**src/crcu_pkg.sv**
```systemverilog
// Shared constants, types and the saturating helper function of the Cartesian rank/coordinate unit.
package crcu_pkg;

	localparam int MAX_DIMS   = 4;
	localparam int RANK_W     = 16;
	localparam int EXT_W      = 16;
	localparam int PRE_W      = EXT_W + 1;
	localparam int PROD_W     = PRE_W + EXT_W;
	localparam int DIST_W     = 9;
	localparam int AXIS_W     = 2;
	localparam int ND_W       = 3;
	localparam int CFG_IDX_W  = 3;
	localparam int CFG_DATA_W = 16;
	localparam int DIV_STAGES = RANK_W;

	localparam logic [CFG_IDX_W-1:0] REG_NUM_DIMS = 3'd0;
	localparam logic [CFG_IDX_W-1:0] REG_SIZE0    = 3'd1;
	localparam logic [CFG_IDX_W-1:0] REG_SIZE1    = 3'd2;
	localparam logic [CFG_IDX_W-1:0] REG_SIZE2    = 3'd3;
	localparam logic [CFG_IDX_W-1:0] REG_SIZE3    = 3'd4;

	localparam logic [PRE_W-1:0] PRE_SAT = PRE_W'(1) << RANK_W;

	typedef enum logic [1:0] {
		CMD_TO_COORD = 2'd0,
		CMD_TO_RANK  = 2'd1,
		CMD_SHIFT    = 2'd2,
		CMD_NONE     = 2'd3
	} cmd_t;

	typedef enum logic [1:0] {
		ST_OK       = 2'd0,
		ST_AXIS     = 2'd1,
		ST_OVERFLOW = 2'd2
	} status_t;

	// Clamped dimension count, extents with zero read as one, and prefix
	// products of the extents saturated at 2^16.
	typedef struct packed {
		logic [ND_W-1:0]                   nd;
		logic [MAX_DIMS-1:0][EXT_W-1:0]    ext;
		logic [MAX_DIMS:0][PRE_W-1:0]      pre;
	} cfg_t;

	typedef struct packed {
		cmd_t                              cmd;
		logic [RANK_W-1:0]                 rank;
		logic [AXIS_W-1:0]                 axis;
		logic                              neg;
		logic                              axis_bad;
		logic [MAX_DIMS-1:0][RANK_W-1:0]   coord;
	} side_t;

	function automatic logic [PRE_W-1:0] sat_pre(input logic [PROD_W-1:0] p);
		logic [PRE_W-1:0] r;
		r = (p > PROD_W'(PRE_SAT)) ? PRE_SAT : p[PRE_W-1:0];
		return r;
	endfunction

endpackage

```
**src/crcu_cfg.sv**
```systemverilog
// Configuration registers and the registered chain of saturated prefix products.
module crcu_cfg (
	input  logic                             clk,
	input  logic                             arst_n,
	input  logic                             cfg_we,
	input  logic [crcu_pkg::CFG_IDX_W-1:0]  cfg_index,
	input  logic [crcu_pkg::CFG_DATA_W-1:0] cfg_data,
	output crcu_pkg::cfg_t                   cfg
);
	import crcu_pkg::*;

	logic [ND_W-1:0]                num_dims_q;
	logic [MAX_DIMS-1:0][EXT_W-1:0] size_q;
	logic [MAX_DIMS:2][PRE_W-1:0]   pre_q;
	logic [MAX_DIMS-1:0][EXT_W-1:0] ext;
	logic [MAX_DIMS:0][PRE_W-1:0]   pre;

	always_ff @(posedge clk or negedge arst_n) begin
		if (!arst_n) begin
			num_dims_q <= ND_W'(1);
			for (int n = 0; n < MAX_DIMS; n++) size_q[n] <= EXT_W'(1);
		end else if (cfg_we) begin
			case (cfg_index)
				REG_NUM_DIMS: num_dims_q <= cfg_data[ND_W-1:0];
				REG_SIZE0:    size_q[0]  <= cfg_data[EXT_W-1:0];
				REG_SIZE1:    size_q[1]  <= cfg_data[EXT_W-1:0];
				REG_SIZE2:    size_q[2]  <= cfg_data[EXT_W-1:0];
				REG_SIZE3:    size_q[3]  <= cfg_data[EXT_W-1:0];
				default: ;
			endcase
		end
	end

	always_comb begin
		for (int n = 0; n < MAX_DIMS; n++) begin
			ext[n] = (size_q[n] == '0) ? EXT_W'(1) : size_q[n];
		end
		pre[0] = PRE_W'(1);
		pre[1] = PRE_W'(ext[0]);
		for (int k = 2; k <= MAX_DIMS; k++) pre[k] = pre_q[k];
	end

	// One multiplier per link; the chain settles link by link after a write.
	always_ff @(posedge clk or negedge arst_n) begin
		if (!arst_n) begin
			for (int k = 2; k <= MAX_DIMS; k++) pre_q[k] <= PRE_W'(1);
		end else begin
			for (int k = 2; k <= MAX_DIMS; k++) begin
				pre_q[k] <= sat_pre(PROD_W'(pre[k-1]) * PROD_W'(ext[k-1]));
			end
		end
	end

	always_comb begin
		cfg.ext = ext;
		cfg.pre = pre;
		if (num_dims_q == '0) cfg.nd = ND_W'(1);
		else if (num_dims_q > ND_W'(MAX_DIMS)) cfg.nd = ND_W'(MAX_DIMS);
		else cfg.nd = num_dims_q;
	end
endmodule

```
**config.mk**
```make
export PLATFORM = sky130hd
export DESIGN_NAME = crcu_cfg
export DESIGN_NICKNAME = d
export VERILOG_FILES = /design/src/crcu_pkg.sv /design/src/crcu_cfg.sv
export SDC_FILE = /design/constraint.sdc
export NUM_CORES = 2
export LEC_CHECK = 0
export BUFFER_PORTS_ARGS = -buffer_cell sky130_fd_sc_hd__buf_2
export CORE_UTILIZATION = 43
export CTS_CLUSTER_DIAMETER = 40
export DETAILED_ROUTE_END_ITERATION = 8
export PLACE_DENSITY = 0.69
export SLEW_MARGIN = 25
export SYNTH_ARGS = -nofsm -noshare
export SYNTH_HDL_FRONTEND = slang
export SYNTH_SLANG_ARGS = --single-unit
```
**constraint.sdc**
```tcl
create_clock -name clk -period 22.3 [get_ports clk]
set_clock_uncertainty 0.1 [all_clocks]
set_input_delay 3.345 -clock clk [delete_from_list [all_inputs] [get_ports clk]]
set_output_delay 3.345 -clock clk [all_outputs]
set_load 0.05 [all_outputs]
```
* Word level (Yosys, flattened, before mapping)
Cells that the tools add are included.
Widths: inputs -> output; s select.
** Word-level totals
- Bits in registers :: 118
- Bits of input ports :: 22
** Operators by class
- Multiply operators :: 3
- Order comparisons :: 4
- Eq/ne operators :: 4
- Muxes and demuxes :: 9
- Reductions and logical operators :: 11
** Operators by type and width (number)
- $gt 33x17->1 const B :: 2
- $mul 17x16->33 :: 2
- $logic_not 16->1 :: 4
- $mux 16 :: 4
- $mux 17 :: 3
- $gt 32x17->1 const B :: 1
- $mul 16x16->32 :: 1
- $reduce_and 2->1 :: 5
- $eq 3x2->1 const B :: 2
- $logic_not 3->1 :: 2
- $mux 3 :: 2
- $eq 3x1->1 const B :: 1
- $eq 3x3->1 const B :: 1
- $gt 3x3->1 const B :: 1

* Longest topological paths before layout
- Depth after elaboration :: 5
- Gate-level depth with buffers :: 29
- Depth with buffers taken out :: 25

* Worst setup path after synthesis
No wires, ideal clock.
- Path type :: register to register
- Start point :: register size_q[4] (netlist bit)
- End point :: register pre_q, in the netlist cfg[50]
- Library setup time :: 131 ps
- Data arrival time :: 7278 ps
- Data required time :: 22069 ps
- Path slack :: 14790 ps
- Cell stages (with the launch flop) :: 26
- Buffers on the path :: 3
- Clock period less this slack :: 7510 ps
- Cells stage by stage :: dfrtp_1 > clkbuf_1 > nor4_1 > a41o_1 > clkbuf_1 > nand2_1 > fa_1 > fa_1 > inv_1 > fa_1 > inv_1 > fa_1 > fa_1 > fa_1 > inv_1 > ha_1 > clkbuf_1 > nand2_1 > o21a_1 > o2111a_1 > a31oi_1 > o31a_1 > o21ai_0 > xor2_1 > nand3_1 > or3_1
** RTL lines
- from (decl) :: RTL line crcu_cfg.sv:13 : logic [MAX_DIMS-1:0][EXT_W-1:0] size_q;
- to (signal, indexed assignment) :: RTL line crcu_cfg.sv:49 : pre_q[k] <= sat_pre(PROD_W'(pre[k-1]) * PROD_W'(ext[k-1]));
- to (decl) :: RTL line crcu_cfg.sv:14 : logic [MAX_DIMS:2][PRE_W-1:0] pre_q;

* Final worst setup path
- Start point :: register size_q[9] (netlist bit)
- End point :: register pre_q, in the netlist cfg[50]
** On the way
- Word-level cells in the longest chain between the ends :: 5
** Ends and longest elaborated chain
- $logic_not 16->1 :: RTL line crcu_cfg.sv:36 : ext[n] = (size_q[n] == '0) ? EXT_W'(1) : size_q[n];
- $mux 16 (*) :: RTL line crcu_cfg.sv:36
- $mul 16x16->32 (*) :: RTL line crcu_cfg.sv:49
- $gt 32x17->1 :: RTL line crcu_pkg.sv:56 : r = (p > PROD_W'(PRE_SAT)) ? PRE_SAT : p[PRE_W-1:0];
- $mux 17 (*) :: RTL line crcu_pkg.sv:56
Mark *: on every way between the ends. The rest lies on a longest branch, timed or not.
A chain may end at the register's enable or synchronous reset.

==> metrics.cfg <==
[outcome]
status=complete, no violations

[setup_path]
critical_path_required_ns=22.52
critPathBufInv=3
r2r-start=size_q[9]
cp_common_cell=fa_1
crit_chain=nor4_1 > a41o_1 > nand2_1 > fa_1 > fa_1 > inv_1 > fa_1 > inv_1 > fa_1 > fa_1 > fa_1 > inv_1 > ha_1 > a21oi_1 > o21a_1 > o2111a_1 > a31oi_1 > o31a_1 > o21ai_0 > xor2_1 > nand3_1 > or3_1
crit_path_start_kind=flip-flop
worstSetupPathType=flip-flop to flip-flop
worstPathArrival_ns=8.42
worstSetupEndpointType=flip-flop
max_stage_delay_ns=0.68
crit_start=size_q[9]
cpMaxStageDelayCell=a41o_1
cp_top_family=adder cells
crit_fanout=20

[logic_synthesis]
synth_seq_cells=118
yosys-top-cells-area=fa_1 (38%), ha_1 (12%), inv_1 (8.6%)
yosysTopAreaCell=fa_1
yosysMostFrequentCell=inv_1
synth_edf_count=0
avgSynthCellArea_sq_um=8.78
synth_cell_types=83
yosysSeqAreaShare_pct=9.16
synth_warnings=0
synth_top_area_share_pct=37.8
synth_common_cells=inv_1 (739), fa_1 (610), nand2_1 (568)
synthFlopType=dfrtp_1
synth-async-reset-ratio_pct=100
synth_cells=3685
synth_area_sq_um=32300

[floorplanning]
die_area_sq_um=76300
rows=100
core_area_sq_um=74400
initial_core_util_pct=43.4
io_pins=174
dieHeight_microns=276
die_w_microns=276

[final_layout]
syn_to_final_growth_pct=5.05
fill_cells=7119
postLayoutCoreUtil_pct=45.6
drive_above_1_share_pct=8.60
fin_nets=4550
antenna-diode-count=0

[sta]
maxSlewViolCount=0
holdWs_ns=0.420
finalCritPeriodShare_pct=36.8
slew-limit-headroom_pct=28.4
setup_viol=0
hold_viol=0
finalWorstPathRequiredPeriod_ns=8.20
setup_tns_ns=0
rsz0062_at_grt=false
fin_ws_ns=14.10
fmaxAchievable_ghz=0.122
worst_slew_pin_slew_ns=1.07

[clock_tree]
clk_path_buf_depth=2
h-tree-depth=4
path_clk_slew_ns=0.07
cts_hold_buf=0
cts-resized-gates=0
postCtsSetupBuffers=0
cts.sinks=118
cts_buffers=17
cts_root_buffer=clkbuf_16
cts_tree=yes
clkLatencyLatePin_ns=0.45

[place]
pre_cts_ws_ns=14.26
hpwl_mm=68.3
gp_congestion=0.920
port_buffers=155

[worst_hold_path]
min_from=num_dims_q[0]
hp-class=flip-flop to flip-flop

[global_route]
gr-total-overflow=0
grt_pass1_vias=25900
antenna_found_initial=6
grt_start_max_net_pins=71
grt.total_usage_pct=23.7
grt_pass1_wl_mm=143

[drt]
vias=24600
ant_nets=0
wirelength_mm=86.9
drcViolationCount=0
drt_iter0_drc=1628
vias_per_cell=5.37
drtPass1Iterations=6
avgRoutedWirePerCell_microns=19.0

[run]
cap_violations=0

-- cell usage in the layout (no fill, tap or decap), drive strengths merged, types with 7 or more instances in the layout --
cell type  Yosys  layout
or3            7       7
nand3         26      26
xnor2         44      44
a31oi         12      12
a211oi         9       9
xor2          29      29
and3          11      11
nor3          24      24
dfrtp        110     110
inv          739     740
clkbuf       243      19
and2         349     349
nor2          57      57
o211ai         7       7
ha           314     314
nor2b          7       7
nor4b          7       7
o21a          11      11
a21o          21      21
a21oi         94      94
dfstp          8       8
o21ai         65      65
fa           610     610
mux2          68      68
conb           2      18
o21bai         8       8
mux2i          8       8
nand2        568     568
nand4         30      30
nor4          57      57
buf           54     181
-- tightest hold or removal path, stage by stage (launching register included) --
cell and delay, ns:
dfstp_2 0.36, inv_1 0.06, o21ai_0 0.09
-- per-stage QoR --
step           instances  instance area [sq um]
2_1_floorplan       3701                  32400
4_1_cts             4586                  34000
3_3_place_gp        4554                  33300
3_5_place_dp        4554                  33300
6_report            4586                  34000
5_1_grt             4586                  34000
-- flip-flops by register name, indices dropped and copies added, names as in the netlist --
name	flops
size_q	64
cfg	51
num_dims_q	3
-- layout make-up --
type	instances	area, sq um	share of cell area [%]
Sequential cell	118	2960	8.72
Clock inverter	13	229	0.674
Clock buffer	19	433	1.27
Tap cell	969	1210	3.57
Timing Repair Buffer	181	973	2.87
Inverter	739	2770	8.17
Multi-Input combinational cell	2547	25400	74.7
-- path summary, 6_finish.rpt --
path                       cells after the start  slack (ns)            end
max in group asynchronous                      2       17.84     size_q[61]
max                                           22       14.10        cfg[50]
min in group asynchronous                      1        2.83        cfg[71]
min                                            2        0.42  num_dims_q[0]
max reg2reg                                   22       14.10        cfg[50]
min reg2reg                                    2        0.42  num_dims_q[0]
-- per-layer routing --
layer / vias to the layer above / track usage (%) / wire length (microns)
met1: 12600 / 32.1 / 36200
met3: 130 / 4.01 / 7240
li1: 11000 / - / -
met4: 0 / 6.45 / 2090
met5: - / 0 / 0
met2: 950 / 39.3 / 41400
-- cell families after synthesis --
logic type,Yosys count,synth area share (%)
buffers and inverters,1036,12.6
multiplexers,76,2.62
adder cells (fa/ha/maj),924,49.9
AO/OA/AOI/OAI,288,5.74
XOR/XNOR,73,1.98
other,2,0.0232
AND/OR/NAND/NOR,1168,18.0
flip-flops,118,9.16
Power is left out: the tool's default activity adds up to more than one toggle a clock period on the data nets, which glitch-free logic cannot reach.
