**src/crcu_pkg.sv**
```systemverilog
// Shared constants, types and the saturating helper function of the Cartesian rank/coordinate unit.
package crcu_pkg;

	localparam int MAX_DIMS   = 4;
	localparam int RANK_W     = 16;
	localparam int EXT_W      = 16;
	localparam int PRE_W      = EXT_W + 1;
	localparam int PROD_W     = PRE_W + EXT_W;
	localparam int DIST_W     = 9;
	localparam int AXIS_W     = 2;
	localparam int ND_W       = 3;
	localparam int CFG_IDX_W  = 3;
	localparam int CFG_DATA_W = 16;
	localparam int DIV_STAGES = RANK_W;

	localparam logic [CFG_IDX_W-1:0] REG_NUM_DIMS = 3'd0;
	localparam logic [CFG_IDX_W-1:0] REG_SIZE0    = 3'd1;
	localparam logic [CFG_IDX_W-1:0] REG_SIZE1    = 3'd2;
	localparam logic [CFG_IDX_W-1:0] REG_SIZE2    = 3'd3;
	localparam logic [CFG_IDX_W-1:0] REG_SIZE3    = 3'd4;

	localparam logic [PRE_W-1:0] PRE_SAT = PRE_W'(1) << RANK_W;

	typedef enum logic [1:0] {
		CMD_TO_COORD = 2'd0,
		CMD_TO_RANK  = 2'd1,
		CMD_SHIFT    = 2'd2,
		CMD_NONE     = 2'd3
	} cmd_t;

	typedef enum logic [1:0] {
		ST_OK       = 2'd0,
		ST_AXIS     = 2'd1,
		ST_OVERFLOW = 2'd2
	} status_t;

	// Clamped dimension count, extents with zero read as one, and prefix
	// products of the extents saturated at 2^16.
	typedef struct packed {
		logic [ND_W-1:0]                   nd;
		logic [MAX_DIMS-1:0][EXT_W-1:0]    ext;
		logic [MAX_DIMS:0][PRE_W-1:0]      pre;
	} cfg_t;

	typedef struct packed {
		cmd_t                              cmd;
		logic [RANK_W-1:0]                 rank;
		logic [AXIS_W-1:0]                 axis;
		logic                              neg;
		logic                              axis_bad;
		logic [MAX_DIMS-1:0][RANK_W-1:0]   coord;
	} side_t;

	function automatic logic [PRE_W-1:0] sat_pre(input logic [PROD_W-1:0] p);
		logic [PRE_W-1:0] r;
		r = (p > PROD_W'(PRE_SAT)) ? PRE_SAT : p[PRE_W-1:0];
		return r;
	endfunction

endpackage

```
**src/crcu_div.sv**
```systemverilog
// Pipelined restoring divider, one quotient bit per register stage.
module crcu_div (
	input  logic                         clk,
	input  logic                         en,
	input  logic [crcu_pkg::RANK_W-1:0]  dividend,
	input  logic [crcu_pkg::PRE_W-1:0]   divisor,
	output logic [crcu_pkg::RANK_W-1:0]  quotient,
	output logic [crcu_pkg::RANK_W-1:0]  remainder
);
	import crcu_pkg::*;

	logic [RANK_W-1:0] rem_s [DIV_STAGES];
	logic [RANK_W-1:0] num_s [DIV_STAGES];
	logic [PRE_W-1:0]  dvs_s [DIV_STAGES];

	genvar k;
	generate
		for (k = 0; k < DIV_STAGES; k++) begin : g_stage
			logic [RANK_W-1:0] rem_in;
			logic [RANK_W-1:0] num_in;
			logic [PRE_W-1:0]  dvs_in;
			logic [PRE_W-1:0]  trial;
			logic              fit;

			if (k == 0) begin : g_first
				assign rem_in = '0;
				assign num_in = dividend;
				assign dvs_in = divisor;
			end else begin : g_next
				assign rem_in = rem_s[k-1];
				assign num_in = num_s[k-1];
				assign dvs_in = dvs_s[k-1];
			end

			assign trial = {rem_in, num_in[RANK_W-1]};
			assign fit   = (trial >= dvs_in);

			// Dividend bits leave at the top while quotient bits enter at the bottom.
			always_ff @(posedge clk) begin
				if (en) begin
					rem_s[k] <= fit ? RANK_W'(trial - dvs_in) : trial[RANK_W-1:0];
					num_s[k] <= {num_in[RANK_W-2:0], fit};
					dvs_s[k] <= dvs_in;
				end
			end
		end
	endgenerate

	assign quotient  = num_s[DIV_STAGES-1];
	assign remainder = rem_s[DIV_STAGES-1];
endmodule

```
**config.mk**
```make
export PLATFORM = sky130hd
export DESIGN_NAME = crcu_div
export DESIGN_NICKNAME = d
export VERILOG_FILES = /design/src/crcu_pkg.sv /design/src/crcu_div.sv
export SDC_FILE = /design/constraint.sdc
export NUM_CORES = 1
export LEC_CHECK = 0
export BUFFER_PORTS_ARGS = -buffer_cell sky130_fd_sc_hd__buf_2
export CAP_MARGIN = 40
export CORE_ASPECT_RATIO = 0.5
export CORE_MARGIN = 5
export CORE_UTILIZATION = 55
export DETAILED_ROUTE_END_ITERATION = 12
export PLACE_DENSITY = 0.79
export SLEW_MARGIN = 20
export SYNTH_ARGS = -nofsm -noshare
export SYNTH_HDL_FRONTEND = slang
export SYNTH_SLANG_ARGS = --single-unit
```
**constraint.sdc**
```tcl
create_clock -name clk -period 3.83 [get_ports clk]
set_input_delay 0.766 -clock clk [delete_from_list [all_inputs] [get_ports clk]]
set_output_delay 0.766 -clock clk [all_outputs]
set_load 0.01 [all_outputs]
```
# [Word level (Yosys, flattened, before mapping)]
# Memories as Yosys holds them, arrays and structs flattened.
# Cells that the tools add are included.
# Widths: inputs -> output; s select.
[op_classes] add_sub_neg=16 magnitude_cmp=16 mux=18
[ops] cell="$mux 16" count=16
[ops] cell="$ge 17x17->1" count=15
[ops] cell="$sub 16x16->16" count=15
[ops] cell="$ge 1x17->1" count=1
[ops] cell="$sub 1x16->16" count=1
[ops] cell="$mux 1" count=2
[word_totals] reg_bits=0 ramBits=784 input_bits=35 output_inout_bits=32 wordCells=53 mem_count=3
[memory_table] name="dvs_s" words=16 word_bits=17 rd=15 rd_ports_with_merged_regs=0 write_ports=16 line_no="crcu_div.sv:14" source="logic [PRE_W-1:0] dvs_s [DIV_STAGES];"
[memory_table] name="num_s" words=16 word_bits=16 rd=16 rd_ports_with_merged_regs=0 write_ports=16 line_no="crcu_div.sv:13" source="logic [RANK_W-1:0] num_s [DIV_STAGES];"
[memory_table] name="rem_s" words=16 word_bits=16 rd=16 rd_ports_with_merged_regs=0 write_ports=16 line_no="crcu_div.sv:12" source="logic [RANK_W-1:0] rem_s [DIV_STAGES];"

# [Logic depth before layout (Yosys ltp)]
# Gate-level depths: netlist (run 1).
# An unclocked memory read counts as a cell.
[logic_depth] depth_word=3 ltp_mapped=11 mapped_depth_nobuf=10

# [Worst setup path before layout (run 1)]
# Ideal clock, no wire load.
[synth_timing] path_type="register to register" startpoint="mem rem_s[14][2] (netlist: rem_s[7][2])" endpoint="mem rem_s[15][8] (netlist: rem_s[7][24]) (data pin)" setup_time_ns=0.260 t_arrival_ns=2.564 required_time_ns=3.570 path_slack_ns=1.006 path_stages_with_launch=10 n_path_buf=1 cell_sequence="edfxtp_1 -> ha_1 -> a21o_1 -> a21oi_1 -> o21ai_0 -> a311oi_1 -> a21oi_2 -> a31oi_4 -> buf_6 -> mux2_2"
[synth_lines] item="start, declared" line_no="crcu_div.sv:12"

==> out/qor.txt, run 1 <==
Outcome - finished, final reports clean
Relative slew slack - 0.535
Final wirelength - 68100 µm
Port Buffer Count - 66
Num CTS Buffers - 71
Setup Buffers After CTS - 0
Reg2reg setup slack - 0.54 ns
Synth area leader - edfxtp_1
Pleak - 17.0 nW
Net Sw Frac - 0.327
DRC - 0
Crit Path Category - reg2reg
Number of antenna diodes - 0
First-pass GRT wire length - 112000 µm
Min-delay src - dividend[11]
Max-Cap Viols - 0
Startpoint Class - flop
Layout Nets - 3432
Reg2reg start - dvs_s[1][86]$_DFFE_PP_
Final setup vio count - 0
# fillers - 5192
Die height - 197 µm
Worst EP arrival - 3.67 ns
RSZ-0062 raised after global routing - false
Main flop type after synthesis - edfxtp_1
Initial Utilization - 0.556
CTS tree - done
Via/cell ratio - 5.56
Average cell area after synthesis - 12.9 µm²
Post-synth top area share - 0.600
Period minus WS final - 3.29 ns
Commonest non-fill, non-tap cells in the layout - 767 x edfxtp_1, 329 x inv_1, 257 x ha_1
Placer Congestion - 0.944
Power Density - 731 nW/µm²
Worst Setup End Kind - flop
Boundary Pins - 67
Max clock buf depth - 3
Dpl hpwl - 49800 µm
Maximum VDD drop - 0.324 mV
P_sw - 10.2 mW
Clk pwr share - 0.230
Ys Warns - 0
Vias in the first global route - 23055
Via Count - 22929
Yosys reg bits - 767
CTS Hold Bufs - 0
H-tree levels - 3
Largest net degree at the start of global routing - 94
Total core area - 69100 µm²
Synth Net Count - 3289
Seq/Total Area, Yosys - 0.600
Cell area after synthesis - 38400 µm²
CTS root buf - clkbuf_16
Top area cells in the synthesized netlist - edfxtp_1 60%, ha_1 8.4%, mux2_2 3.9%
RR Endpoint - rem_s[7][9]$_DFFE_PP_
Slew @ Worst Pin - 0.691 ns
WP data required - 4.20 ns
Hold Vio Cnt, Final - 0
Fmax achieved - 0.304 GHz
DR WL/cell - 16.5 µm
Layout cells sized above 1 - 0.118
Gate power share - 0.375
Most common cell after layout, fill and taps aside - edfxtp_1
Netlist cell types - 79
Gates resized, CTS repair - 0
All-Layer GR Usage - 0.181
Clk Latency, worst-skew pair - 0.63 ns
Final TNS setup - 0 ns
Routed Antenna Nets - 0
Flop pwr share - 0.395
Die width - 384 µm
Initial drt markers - 1242
First-pass DRT Iterations - 5
Tot Pwr - 31.1 mW
Pins over their slew limit - 0
Synth-to-layout area growth - 10.8%
Total grt overflow - 0
Area of the multi-input gates - 14000 µm²
Final period utilization - 0.860
Row cnt - 68
Internal - 20.9 mW
Clk pin slew, worst setup/hold paths - 0.06 ns
CP max FO - 15
Sink Count - 767
Worst reg-to-reg path cell count - 9
Number of synthesized flops with an enable pin - 767
Hold path depth - 1
Asr flop ratio synth - 0
Mapped Cells - 2982
WHS Endpoint - num_s[0][12]$_DFFE_PP_
Layout Skew - 0.0201 ns
Worst min-delay path class - in2reg
Initial antenna violation count - 0
DIE AREA - 75500 µm²
Reg area - 23000 µm²
[power by group through the flow]
stage	combinational, mW	sequential (mW)	clock (mW)
after floorplan	9.02	12.2	0
after global placement	11.2	12.4	0
after detailed placement	11.5	12.4	0
after CTS	11.6	12.3	7.38
after global routing	12.9	12.4	7.73
final	11.7	12.3	7.15
[metrics by stage]
| stage | cell area, µm² | util | cells | worst slack, ns | hold slack (ns) |
|---|---|---|---|---|---|
| final | 42500 | 0.616 | 4127 | 0.537 | 0.312 |
| after global routing | 42500 | 0.616 | 4127 | 0.318 | 0.265 |
| after CTS | 42500 | 0.616 | 4126 | 0.524 | 0.250 |
| after detailed placement | 40200 | 0.582 | 3996 | 0.558 | 0.405 |
| after global placement | 40200 | 0.582 | 3994 | 0.610 | 0.401 |
| after floorplan | 38400 | - | 2982 | 1.01 | 0.400 |
[sequential cells by signal (all words and copies together), names as in the netlist]
signal and cells:
rem_s 256, dvs_s 255, num_s 256
[cell families (layout without fill, tap and decap cells)]
group           count (synthesis)  after routing  share of synthesized area
fa+ha+maj                     272            272                     0.0916
compound gates                664            664                      0.114
simple gates                  587            587                     0.0732
flops                         767            767                      0.600
mux                           168            168                     0.0484
buf+inv                       367            567                     0.0370
xor+xnor                      157            157                     0.0358
[worst max-delay path by stage]
stage                                    start                      to  cells after the start
detailed placement       rem_s[7][2]$_DFFE_PP_  rem_s[7][28]$_DFFE_PP_                      9
floorplan                rem_s[7][2]$_DFFE_PP_  rem_s[7][24]$_DFFE_PP_                      9
finish                  dvs_s[1][86]$_DFFE_PP_   rem_s[7][9]$_DFFE_PP_                      9
CTS                     dvs_s[1][86]$_DFFE_PP_   rem_s[7][9]$_DFFE_PP_                      9
global route            dvs_s[1][86]$_DFFE_PP_  rem_s[7][13]$_DFFE_PP_                      9
global placement    rem_s[0][11]$_SDFFCE_PP0P_  rem_s[0][23]$_DFFE_PP_                      8
[final cells by class]
class	count	share of cell area
Clock inverter	45	0.00968
Timing Repair Buffer	106	0.0189
Clock buffer	85	0.0450
Inverter	331	0.0292
Tap cell	945	0.0278
Multi-Input combinational cell	1848	0.328
Sequential cell	767	0.541
[critical path: stages (launching register included)]
cell and delay [ns]:
edfxtp_1 0.43, inv_1 0.08, ha_1 0.23, nor2b_1 0.15, o211ai_1 0.25, nand3_1 0.15
a221oi_2 0.54, a2bb2oi_1 0.27, a21o_1 0.53, mux2_2 0.40
[cell usage after synthesis (5+ instances only)]
master       n
edfxtp_1   767
inv_1      329
ha_1       257
nor2_1     171
o21ai_0    159
a21oi_1    147
nand2_1    147
mux2_2     134
xnor2_1    100
o21a_1      68
a21o_1      64
xor2_1      57
nand3_1     45
nor2b_1     44
nor3_1      40
nand2b_1    39
nand4_1     31
a31oi_1     28
mux2i_1     28
o31a_1      20
o31ai_1     20
a211oi_1    19
clkbuf_1    18
o211ai_1    17
or3_1       16
a21boi_0    15
fa_1        15
o21bai_1    15
and2_1      14
buf_2       11
nor4_1      11
a31o_2       8
and3_1       8
a2111oi_0    6
a221oi_1     6
mux2_1       6
a2111o_1     5
and4_1       5
nor3b_1      5
o2111ai_1    5
[routing by layer]
layer,part of all wire,global-route usage,vias to the layer above,wire length (µm)
li1,-,-,11357,-
met1,0.40,0.204,10964,27100
met2,0.53,0.334,436,35700
met3,0.034,0.0322,172,2300
met4,0.042,0.0841,0,2890
met5,0,0,-,0
No activity file was read; power rests on OpenSTA's default activity.
==> run 2: changes to the inputs <==
--- a/config.mk
+++ b/config.mk
@@ -10,8 +10,9 @@
 export CORE_ASPECT_RATIO = 0.5
 export CORE_MARGIN = 5
 export CORE_UTILIZATION = 55
+export CTS_CLUSTER_SIZE = 24
 export DETAILED_ROUTE_END_ITERATION = 12
-export PLACE_DENSITY = 0.79
+export PLACE_DENSITY = 0.74
 export SLEW_MARGIN = 20
 export SYNTH_ARGS = -nofsm -noshare
 export SYNTH_HDL_FRONTEND = slang
==> constraint.sdc (replaced) <==
create_clock -name clk -period 2.9 [get_ports clk]
set_input_delay 0.58 -clock clk [delete_from_list [all_inputs] [get_ports clk]]
set_output_delay 0.58 -clock clk [all_outputs]
set_load 0.01 [all_outputs]
==> out/qor.txt, run 2 (same netlist as run 1, synthesis figures left out) <==
Outcome - finished, final reports clean (unchanged)
RSZ-0062 raised after global routing - true (was false)
Area of the multi-input gates - 14100 µm² (was 14000 µm²)
Vias in the first global route - 23662 (was 23055)
Hold path depth - 1 (unchanged)
Pleak - 17.6 nW (was 17.0 nW)
WP data required - 3.29 ns (was 4.20 ns)
Max clock buf depth - 3 (unchanged)
Via Count - 23227 (was 22929)
DIE AREA - 75500 µm² (unchanged)
Relative slew slack - 0.611 (was 0.535)
Fmax achieved - 0.346 GHz (was 0.304 GHz)
Buffers & Inverters on Critical Path - 0 (was 1)
Reg area - 23000 µm² (unchanged)
CP max FO - 3 (was 15)
Row cnt - 68 (unchanged)
CP max-delay cell - edfxtp_1 (was a221oi_2)
Pins over their slew limit - 0 (unchanged)
Maximum VDD drop - 0.523 mV (was 0.324 mV)
Critical path launch point - rem_s[1][16]$_DFFE_PP_ (was dvs_s[1][86]$_DFFE_PP_)
Core Util, Final - 0.631 (was 0.616)
Routed Antenna Nets - 0 (unchanged)
First-pass DRT Iterations - 5 (unchanged)
Worst reg-to-reg path cell count - 8 (was 9)
Dpl ws - -0.173 ns (was 0.558 ns)
Reg2reg setup slack - 0.01 ns (was 0.54 ns)
Largest net degree at the start of global routing - 98 (was 94)
Initial drt markers - 1346 (was 1242)
RR Endpoint - rem_s[2][15]$_DFFE_PP_ (was rem_s[7][9]$_DFFE_PP_)
All-Layer GR Usage - 0.184 (was 0.181)
Initial antenna violation count - 0 (unchanged)
Hold Vio Cnt, Final - 0 (unchanged)
Dpl hpwl - 50600 µm (was 49800 µm)
Total core area - 69100 µm² (unchanged)
Clk pin slew, worst setup/hold paths - 0.07 ns (was 0.06 ns)
Reg2reg start - rem_s[1][16]$_DFFE_PP_ (was dvs_s[1][86]$_DFFE_PP_)
Final TNS setup - 0 ns (unchanged)
Worst setup margin - 0.0119 ns (was 0.537 ns)
Delay-heaviest family, CP - compound AO/OA/AOI/OAI gates (unchanged)
Commonest non-fill, non-tap cells in the layout - 767 x edfxtp_1, 329 x inv_1, 250 x ha_1 (was 767 x edfxtp_1, 329 x inv_1, 257 x ha_1)
Max-Cap Viols - 0 (unchanged)
# fillers - 5199 (was 5192)
Boundary Pins - 67 (unchanged)
Layout Skew - 0.0198 ns (was 0.0201 ns)
Crit Path Category - reg2reg (unchanged)
CP Depth - 8 (was 9)
CTS tree - done (unchanged)
Worst EP arrival - 3.28 ns (was 3.67 ns)
Layout Nets - 3534 (was 3432)
Die width - 384 µm (unchanged)
CP most frequent cell - o31a_1
Num CTS Buffers - 70 (was 71)
Final period utilization - 0.996 (was 0.860)
DRC - 0 (unchanged)
Min-delay src - dividend[1] (was dividend[11])
Port Buffer Count - 66 (unchanged)
CTS root buf - clkbuf_16 (unchanged)
Final setup vio count - 0 (unchanged)
Tot Pwr - 42.5 mW (was 31.1 mW)
Final wirelength - 68700 µm (was 68100 µm)
Die height - 197 µm (unchanged)
Synth-to-layout area growth - 13.6% (was 10.8%)
First-pass GRT wire length - 113000 µm (was 112000 µm)
DR WL/cell - 16.3 µm (was 16.5 µm)
Sink Count - 767 (unchanged)
Slowest stage delay, CP - 0.39 ns (was 0.54 ns)
Worst min-delay path class - in2reg (unchanged)
Clk Latency, worst-skew pair - 0.63 ns (about the same)
Number of antenna diodes - 0 (unchanged)
CP cell instances - ha_1, nor2b_1, o31a_1, o41a_1, o31a_1, o311a_1, or3_1, a31o_1 (was inv_1, ha_1, nor2b_1, o211ai_1, nand3_1, a221oi_2, a2bb2oi_1, a21o_1, mux2_2)
Period minus WS final - 2.89 ns (was 3.29 ns)
Startpoint Class - flop (unchanged)
Power Density - 975 nW/µm² (was 731 nW/µm²)
Via/cell ratio - 5.50 (was 5.56)
Largest regs - num_s: 256 flops, rem_s: 256 flops, dvs_s: 255 flops (unchanged)
Most common cell after layout, fill and taps aside - edfxtp_1 (unchanged)
Initial Utilization - 0.556 (unchanged)
Worst Setup End Kind - flop (unchanged)
H-tree levels - 3 (unchanged)
Total grt overflow - 0 (unchanged)
Placer Congestion - 0.949 (was 0.944)
Layout cells sized above 1 - 0.151 (was 0.118)
Slew @ Worst Pin - 0.576 ns (was 0.691 ns)
Crit path capture - rem_s[2][15]$_DFFE_PP_ (was rem_s[7][9]$_DFFE_PP_)
run 2: worst min path at each step:
stage	to
after floorplan	num_s[0][100]$_DFFE_PP_
after detailed placement	num_s[0][107]$_DFFE_PP_
final	num_s[0][2]$_DFFE_PP_
after global placement	num_s[0][43]$_DFFE_PP_
after global routing	num_s[0][12]$_DFFE_PP_
after CTS	num_s[0][13]$_DFFE_PP_
run 2: area by class of cell:
type | count | area share
clock buffer | 83 | 0.0432
clock inverter | 42 | 0.0124
multi-input combinational | 1848 | 0.323
inverter | 331 | 0.0285
timing repair buffer | 209 | 0.0376
sequential | 767 | 0.528
tap | 945 | 0.0271
run 2: layer usage:
layer / up-vias / track usage / wire, µm
li1: 11573 / - / -
met1: 11007 / 0.200 / 27100
met2: 459 / 0.345 / 36000
met3: 188 / 0.0347 / 2210
met4: 0 / 0.0901 / 3390
met5: - / 0 / 0
run 2: where the power goes:
group	internal, mW	switching (mW)	leakage, nW
logic	7.99	8.55	8.87
clock network	5.81	3.97	1.18
registers	15.2	1.02	7.51
total	29.0	13.5	17.6
run 2: through the flow:
step	instance area (µm²)	hold WS, ns	std cells
floorplan	38400	0.400	2982
global placement	41000	0.400	4093
detailed placement	41000	0.405	4093
CTS	43400	0.0631	4218
global route	43600	0.0748	4225
finish	43600	0.124	4225
run 2: repair_timing:
item | 4_1_cts | 5_1_grt
endpoints found under the setup margin | 39 | 116
gates resized for setup | 5 | 30
pin swaps | 0 | 13
buffers inserted | 0 | 7
hold buffers | 0 | 0
